===== config.mk =====
export PLATFORM = sky130hd
export DESIGN_NAME = vn_div
export DESIGN_NICKNAME = d
export VERILOG_FILES = /design/src/assert_macros.svh /design/src/vn_pkg.sv /design/src/vn_div.sv
export SDC_FILE = /design/constraint.sdc
export NUM_CORES = 2
export LEC_CHECK = 0
export BUFFER_PORTS_ARGS = -buffer_cell sky130_fd_sc_hd__buf_2
export CAP_MARGIN = 20
export CORE_ASPECT_RATIO = 0.7
export CORE_MARGIN = 10
export CORE_UTILIZATION = 50
export DETAILED_ROUTE_END_ITERATION = 6
export PLACE_DENSITY = 0.66
export RECOVER_POWER = 100
export SETUP_SLACK_MARGIN = 0.05
export SYNTH_ARGS = -nofsm -noshare
export SYNTH_HDL_FRONTEND = slang
export SYNTH_SLANG_ARGS = --single-unit
export TNS_END_PERCENT = 30

===== constraint.sdc =====
create_clock -name clk_i -period 21.5 [get_ports clk_i]
set_input_delay 1.075 -clock clk_i [delete_from_list [all_inputs] [get_ports clk_i]]
set_output_delay 1.075 -clock clk_i [all_outputs]
set_load 0.05 [all_outputs]

===== src/assert_macros.svh =====
// assertion macros shared by the vector normalize rtl
// no dependencies; define NO_ASSERTIONS to compile them out
`ifndef ASSERT_MACROS_SVH
`define ASSERT_MACROS_SVH

`ifndef NO_ASSERTIONS
`define VN_ASSERT(lbl, clk, rstn, prop) \
  lbl: assert property (@(posedge clk) disable iff (!rstn) prop) \
    else $error("assertion failed");
`define VN_ASSERT_NEXT(lbl, clk, rstn, pre, post) \
  lbl: assert property (@(posedge clk) disable iff (!rstn) (pre) |=> (post)) \
    else $error("assertion failed");
`else
`define VN_ASSERT(lbl, clk, rstn, prop)
`define VN_ASSERT_NEXT(lbl, clk, rstn, pre, post)
`endif

`endif


===== src/vn_pkg.sv =====
// types, constants and single precision helpers for the vector normalize block
// no dependencies
`default_nettype none

package vn_pkg;

  typedef struct packed {
    logic [2:0]  vec_size;
    logic [31:0] comp_x;
    logic [31:0] comp_y;
    logic [31:0] comp_z;
    logic [31:0] comp_w;
  } vn_in_t;

  typedef struct packed {
    logic [31:0] norm_x;
    logic [31:0] norm_y;
    logic [31:0] norm_z;
    logic [31:0] norm_w;
    logic        was_zero;
  } vn_out_t;

  localparam logic [31:0] RSQRT_MAGIC  = 32'h5f3759df;
  localparam logic [31:0] QNAN_BITS    = 32'h7fc00000;
  localparam logic [31:0] DFLT_NAN     = 32'hffc00000;
  localparam logic [31:0] FP_ONE       = 32'h3f800000;
  localparam logic [31:0] ONE_HALF     = 32'h3f000000;
  localparam logic [31:0] THREE_HALVES = 32'h3fc00000;
  localparam logic [31:0] QUIET_BIT    = 32'h00400000;

  localparam int DIV_STEPS  = 5;
  localparam int DIV_ITERS  = 5;
  localparam int DIV_LAT    = DIV_ITERS + 2;
  localparam int PRE_STAGES = 8;
  localparam int NUM_STAGES = PRE_STAGES + 2 * DIV_LAT;

  function automatic logic is_nan(input logic [31:0] a);
    return (a[30:23] == 8'hff) && (a[22:0] != 23'h0);
  endfunction

  function automatic logic is_inf(input logic [31:0] a);
    return (a[30:23] == 8'hff) && (a[22:0] == 23'h0);
  endfunction

  function automatic logic is_zero(input logic [31:0] a);
    return a[30:0] == 31'h0;
  endfunction

  function automatic logic [5:0] lzc48(input logic [47:0] v);
    logic [5:0] n;
    n = 6'd48;
    for (int i = 0; i < 48; i++) begin
      if (v[i]) n = 6'(47 - i);
    end
    return n;
  endfunction

  // m[25] leading one, m[24:2] fraction, m[1] guard, m[0] sticky
  function automatic logic [31:0] rnd_pack(input logic sign, input logic signed [11:0] e,
                                           input logic [25:0] m);
    logic [25:0]        mm;
    logic [25:0]        lost;
    logic signed [11:0] sh;
    logic [7:0]         ef;
    logic               inc;
    logic [30:0]        mag;
    if (e >= 12'sd255) return {sign, 8'hff, 23'h0};
    mm = m;
    ef = e[7:0];
    if (e <= 12'sd0) begin
      sh = 12'sd1 - e;
      ef = 8'h0;
      if (sh > 12'sd25) begin
        mm = {25'h0, |m};
      end else begin
        lost = m & ~(26'h3ffffff << sh[4:0]);
        mm = (m >> sh[4:0]) | {25'h0, |lost};
      end
    end
    inc = mm[1] & (mm[0] | mm[2]);
    mag = {ef, mm[24:2]} + {30'h0, inc};
    return {sign, mag};
  endfunction

  function automatic logic [31:0] fmul(input logic [31:0] a, input logic [31:0] b);
    logic               s;
    logic [7:0]         ea;
    logic [7:0]         eb;
    logic [47:0]        p;
    logic [5:0]         lz;
    logic signed [11:0] e;
    s = a[31] ^ b[31];
    if (is_nan(a)) return a | QUIET_BIT;
    if (is_nan(b)) return b | QUIET_BIT;
    if ((is_inf(a) && is_zero(b)) || (is_inf(b) && is_zero(a))) return DFLT_NAN;
    if (is_inf(a) || is_inf(b)) return {s, 8'hff, 23'h0};
    if (is_zero(a) || is_zero(b)) return {s, 31'h0};
    ea = (a[30:23] == 8'h0) ? 8'd1 : a[30:23];
    eb = (b[30:23] == 8'h0) ? 8'd1 : b[30:23];
    p  = {24'h0, a[30:23] != 8'h0, a[22:0]} * {24'h0, b[30:23] != 8'h0, b[22:0]};
    lz = lzc48(p);
    p  = p << lz;
    e  = $signed({4'h0, ea}) + $signed({4'h0, eb}) - 12'sd126 - $signed({6'h0, lz});
    return rnd_pack(s, e, {p[47:23], |p[22:0]});
  endfunction

  function automatic logic [31:0] fadd(input logic [31:0] a, input logic [31:0] b,
                                       input logic sub);
    logic [31:0]        bn;
    logic [31:0]        bg;
    logic [31:0]        sm;
    logic [7:0]         e_bg;
    logic [7:0]         e_sm;
    logic [7:0]         d;
    logic [26:0]        m_bg;
    logic [26:0]        m_sm;
    logic [26:0]        lost;
    logic [27:0]        r;
    logic [5:0]         lz;
    logic signed [11:0] e;
    if (is_nan(a)) return a | QUIET_BIT;
    if (is_nan(b)) return b | QUIET_BIT;
    bn = b ^ {sub, 31'h0};
    if (is_inf(a) && is_inf(bn) && (a[31] != bn[31])) return DFLT_NAN;
    if (is_inf(a)) return a;
    if (is_inf(bn)) return bn;
    if (is_zero(a) && is_zero(bn)) return {a[31] & bn[31], 31'h0};
    if (bn[30:0] > a[30:0]) begin
      bg = bn;
      sm = a;
    end else begin
      bg = a;
      sm = bn;
    end
    e_bg = (bg[30:23] == 8'h0) ? 8'd1 : bg[30:23];
    e_sm = (sm[30:23] == 8'h0) ? 8'd1 : sm[30:23];
    d    = e_bg - e_sm;
    m_bg = {bg[30:23] != 8'h0, bg[22:0], 3'b000};
    m_sm = {sm[30:23] != 8'h0, sm[22:0], 3'b000};
    if (d >= 8'd27) begin
      m_sm = {26'h0, |m_sm};
    end else begin
      lost = m_sm & ~(27'h7ffffff << d[4:0]);
      m_sm = (m_sm >> d[4:0]) | {26'h0, |lost};
    end
    if (bg[31] == sm[31]) r = {1'b0, m_bg} + {1'b0, m_sm};
    else r = {1'b0, m_bg} - {1'b0, m_sm};
    if (r == 28'h0) return 32'h0;
    lz = lzc48({r, 20'h0});
    r  = r << lz;
    e  = $signed({4'h0, e_bg}) + 12'sd1 - $signed({6'h0, lz});
    return rnd_pack(bg[31], e, {r[27:3], |r[2:0]});
  endfunction

endpackage

`default_nettype wire


===== src/vn_div.sv =====
// pipelined single precision divider; its input, iteration and output registers advance only while en_i is high
// depends on vn_pkg for the rounding helper and special value tests
`default_nettype none

module vn_div import vn_pkg::*; (
  input  wire logic        clk_i,
  input  wire logic        en_i,
  input  wire logic [31:0] num_i,
  input  wire logic [31:0] den_i,
  output logic      [31:0] quo_o
);

  typedef struct packed {
    logic               spec;
    logic [31:0]        spec_val;
    logic               sign;
    logic signed [11:0] exp;
    logic [25:0]        rem;
    logic [23:0]        dvs;
    logic [24:0]        q;
  } div_st_t;

  div_st_t     st_q [DIV_ITERS+1];
  div_st_t     pre_d;
  logic [31:0] quo_q;

  function automatic div_st_t div_step(input div_st_t s);
    div_st_t r;
    r = s;
    for (int k = 0; k < DIV_STEPS; k++) begin
      if (r.rem >= {2'b00, r.dvs}) begin
        r.rem = r.rem - {2'b00, r.dvs};
        r.q   = {r.q[23:0], 1'b1};
      end else begin
        r.q = {r.q[23:0], 1'b0};
      end
      r.rem = {r.rem[24:0], 1'b0};
    end
    return r;
  endfunction

  always_comb begin
    logic [23:0] ma;
    logic [23:0] mb;
    logic [5:0]  lza;
    logic [5:0]  lzb;
    logic [7:0]  ea;
    logic [7:0]  eb;
    logic        s;
    s   = num_i[31] ^ den_i[31];
    ma  = {num_i[30:23] != 8'h0, num_i[22:0]};
    mb  = {den_i[30:23] != 8'h0, den_i[22:0]};
    ea  = (num_i[30:23] == 8'h0) ? 8'd1 : num_i[30:23];
    eb  = (den_i[30:23] == 8'h0) ? 8'd1 : den_i[30:23];
    lza = lzc48({ma, 24'h0});
    lzb = lzc48({mb, 24'h0});
    ma  = ma << lza;
    mb  = mb << lzb;
    pre_d.sign     = s;
    pre_d.dvs      = mb;
    pre_d.q        = '0;
    pre_d.spec     = 1'b1;
    pre_d.spec_val = {s, 31'h0};
    pre_d.exp      = $signed({4'h0, ea}) - $signed({6'h0, lza}) - $signed({4'h0, eb})
                     + $signed({6'h0, lzb}) + 12'sd127;
    pre_d.rem      = {2'b00, ma};
    if (ma < mb) begin
      pre_d.rem = {1'b0, ma, 1'b0};
      pre_d.exp = pre_d.exp - 12'sd1;
    end
    if (is_zero(den_i)) begin
      if (is_nan(num_i)) pre_d.spec_val = num_i | QUIET_BIT;
      else if (is_zero(num_i)) pre_d.spec_val = QNAN_BITS;
      else pre_d.spec_val = {s, 8'hff, 23'h0};
    end else if (is_nan(num_i)) begin
      pre_d.spec_val = num_i | QUIET_BIT;
    end else if (is_nan(den_i)) begin
      pre_d.spec_val = den_i | QUIET_BIT;
    end else if (is_inf(num_i) && is_inf(den_i)) begin
      pre_d.spec_val = DFLT_NAN;
    end else if (is_inf(num_i)) begin
      pre_d.spec_val = {s, 8'hff, 23'h0};
    end else if (is_inf(den_i) || is_zero(num_i)) begin
      pre_d.spec_val = {s, 31'h0};
    end else begin
      pre_d.spec = 1'b0;
    end
  end

  always_ff @(posedge clk_i) begin
    if (en_i) begin
      st_q[0] <= pre_d;
    end
  end

  for (genvar g = 1; g <= DIV_ITERS; g++) begin : g_iter
    always_ff @(posedge clk_i) begin
      if (en_i) begin
        st_q[g] <= div_step(st_q[g-1]);
      end
    end
  end

  always_ff @(posedge clk_i) begin
    if (en_i) begin
      quo_q <= st_q[DIV_ITERS].spec ? st_q[DIV_ITERS].spec_val :
               rnd_pack(st_q[DIV_ITERS].sign, st_q[DIV_ITERS].exp,
                        {st_q[DIV_ITERS].q, st_q[DIV_ITERS].rem != 26'h0});
    end
  end

  assign quo_o = quo_q;

endmodule

`default_nettype wire


==> metrics <==
core footprint 0.125 mm²; pin count of the biggest net entering global routing 173; Worst Path Arrival 20.35 ns; met1 GRT Util 0.405; total nets after synthesis 7705; iteration count of the initial detailed-routing pass 6; Worst Setup Start Kind register; Detail Route Antenna Nets 0; top cells by area, synth edfxtp_1 (31%), ha_1 (12%), xnor2_1 (5.1%), mux2_2 (4.8%), a21oi_1 (4.7%); Tightest Hold Check Type register to register; number of placement rows 108; aggregate global-route resource usage 0.258; part of the cycle the worst path needs 0.928; height of the chip 317 µm; Detailed Route WL 190 mm; clock edge transition at the registers on the reported setup and hold paths 0.06 ns; share of flip-flops with an asynchronous set or reset 0; worst-margin pin slew 9.16 ns; result of the run finished with violations; clock root buffer clkbuf_16; Final Hold Vio Count 0; Port Buffer Count 97; worst-path maximum fanout 38; number of enable-type register cells in the synthesized netlist 653; crit path time final 19.94 ns; Iter 0 DRT Violations 5985; Top FF cell, synth edfxtp_1; area growth from synthesis to layout 6.92%; share of cells above drive strength 1 0.0824; H-tree levels 3; final critical-path setup slack 1.56 ns; Resized Gates After CTS 0; footprint of the flip-flops and latches 0.0196 mm²; RSZ-0062 raised after global routing no; data required time of the critical path 21.91 ns; number of sinks on the clock net 653; maximum number of buffers from clock root to sink 3; delay contributed by the slowest stage of the critical path 1.05 ns; DR vias/cell 6.28; cell with the biggest individual delay on the critical path clkbuf_1; GP Congestion 0.988; CTS tree done; remaining global-route overflow 0; Hold-fix buffers, CTS 0; starting density of the core 0.506; clock latency of the later-clocked register in the worst-skew pair 0.70 ns; maximum capacitance violations 13; Die ar. 0.141 mm²; Commonest cells post-synth edfxtp_1 (653), ha_1 (625), nand2_1 (612); final slew viol count 879; number of global-route vias before repair 50000; Inserted Clock Buffers 68; post-CTS setup-driven buffer insertion count 0; violations in the final reports max-capacitance violations, max-slew violations; cell family with most CP delay compound AO/OA/AOI/OAI gates; fraction of the yosys area taken by sequential cells 0.311; Post-Route Setup TNS 0 ns; global-route wire length before repair 292 mm; total via count after detailed routing 54900; DR WL/cell 21.8 µm; worst path bufs/invs 10; nets@finish 7734; multi-input logic area 0.0413 mm²; most crowded layer after global routing met1; post-synth top area share 0.311; Setup violations, final 0; number of warnings printed during yosys synthesis 0; Post-Synthesis Mean Instance Area 9.00 µm²; slew margin rel. -5.11; skew final 0.0502 ns; FF+latch count, synth 653; most common cell in the synthesized netlist edfxtp_1; ports placed on the boundary 98; Unique masters post-synth 112; met3 GRT Util 0.0513; layout filler cell count 11300; Synth Cell Area 0.0630 mm²; count of mapped cells out of synthesis 7002; Die Span X 444 µm; number of antenna violations at the first check in global routing 3; critical path endpoint category register; Remaining DRCs 0; critical path's most frequent cell a21oi_1; cell type with the largest total area after synthesis edfxtp_1; total half-perimeter wirelength after legalization and detailed placement 150 mm; met2 Usage GRT 0.364; Crit Path Class register to register; worst setup slack after placement 2.50 ns; fmax 0.0501 GHz
-- per-layer routing --
layer | up-vias | part of all wire | wire length [µm]
met2 | 2250 | 0.40 | 75600
met3 | 219 | 0.093 | 17700
li1 | 26200 | - | -
met4 | 4 | 0.016 | 2990
met5 | - | 0.00014 | 27
met1 | 26200 | 0.49 | 93800
-- kinds of logic (layout without fill, tap and decap cells) --
logic type / count (synthesis) / after routing / share of synthesized area
flip-flops: 653 / 653 / 0.311
adder cells (fa/ha/maj): 637 / 637 / 0.128
AO/OA/AOI/OAI: 2115 / 2115 / 0.216
AND/OR/NAND/NOR: 2041 / 2041 / 0.155
buffers and inverters: 562 / 644 / 0.0341
other: 1 / 4 / 0.0000595
XOR/XNOR: 517 / 517 / 0.0719
multiplexers: 476 / 476 / 0.0839
-- registers in the layout, indices dropped and copies added (netlist names) --
register / cells
st_q: 621
quo_o: 32
-- final cells by class --
type / count / share of cell area
multi-input combinational: 5787 / 0.613
sequential: 653 / 0.291
tap: 1650 / 0.0306
clock buffer: 79 / 0.0259
inverter: 367 / 0.0205
timing repair buffer: 154 / 0.0117
clock inverter: 44 / 0.00697
antenna: 3 / 0.000111
-- worst paths after layout --
path / slack [ns] / startpoint / to / cells past startpoint
max reg2reg: 1.56 / st_q[4][25]$_DFFE_PP_ / st_q[5][52]$_DFFE_PP_ / 63
min reg2reg: 0.38 / st_q[4][2]$_DFFE_PP_ / st_q[5][7]$_DFFE_PP_ / 0
max: 1.56 / st_q[4][25]$_DFFE_PP_ / st_q[5][52]$_DFFE_PP_ / 63
min: 0.38 / st_q[4][2]$_DFFE_PP_ / st_q[5][7]$_DFFE_PP_ / 0
-- worst reg2reg max path: cells and delay by family, from the launching register on --
family	cells	cell delay, ns
DFF	1	0.80
AOI/OAI and AO/OA	31	9.36
adders and majority gates	5	1.93
muxes	3	0.98
buffers and inverters	10	3.95
and+or+nand+nor	14	2.64
-- layout by cell type, fill, tap and decap left out, drive strengths merged, types with 64 or more instances in the layout --
cell	n
a21o	216
a21oi	590
a31oi	71
and2	64
buf	95
clkbuf	138
edfxtp	653
ha	625
inv	368
mux2	281
mux2i	183
nand2	613
nand2b	99
nand3	120
nand4	75
nor2	553
nor2b	98
nor3	134
o21a	135
o21ai	497
o21bai	83
xnor2	368
xor2	149
-- per-stage QoR --
| step | cells | area (µm²) | utilization | hold WS, ns |
|---|---|---|---|---|
| finish | 8737 | 67400 | 0.541 | 0.384 |
| global route | 8734 | 67300 | 0.541 | 0.389 |
| CTS | 8734 | 67600 | 0.542 | 0.377 |
| detailed placement | 8611 | 65300 | 0.524 | 0.405 |
| global placement | 8611 | 65300 | 0.524 | 0.400 |
| floorplan | 7002 | 63000 | - | 0.400 |
Power is not shown: default switching activity piles up to over one toggle a cycle in this logic, so the estimate is an artifact.
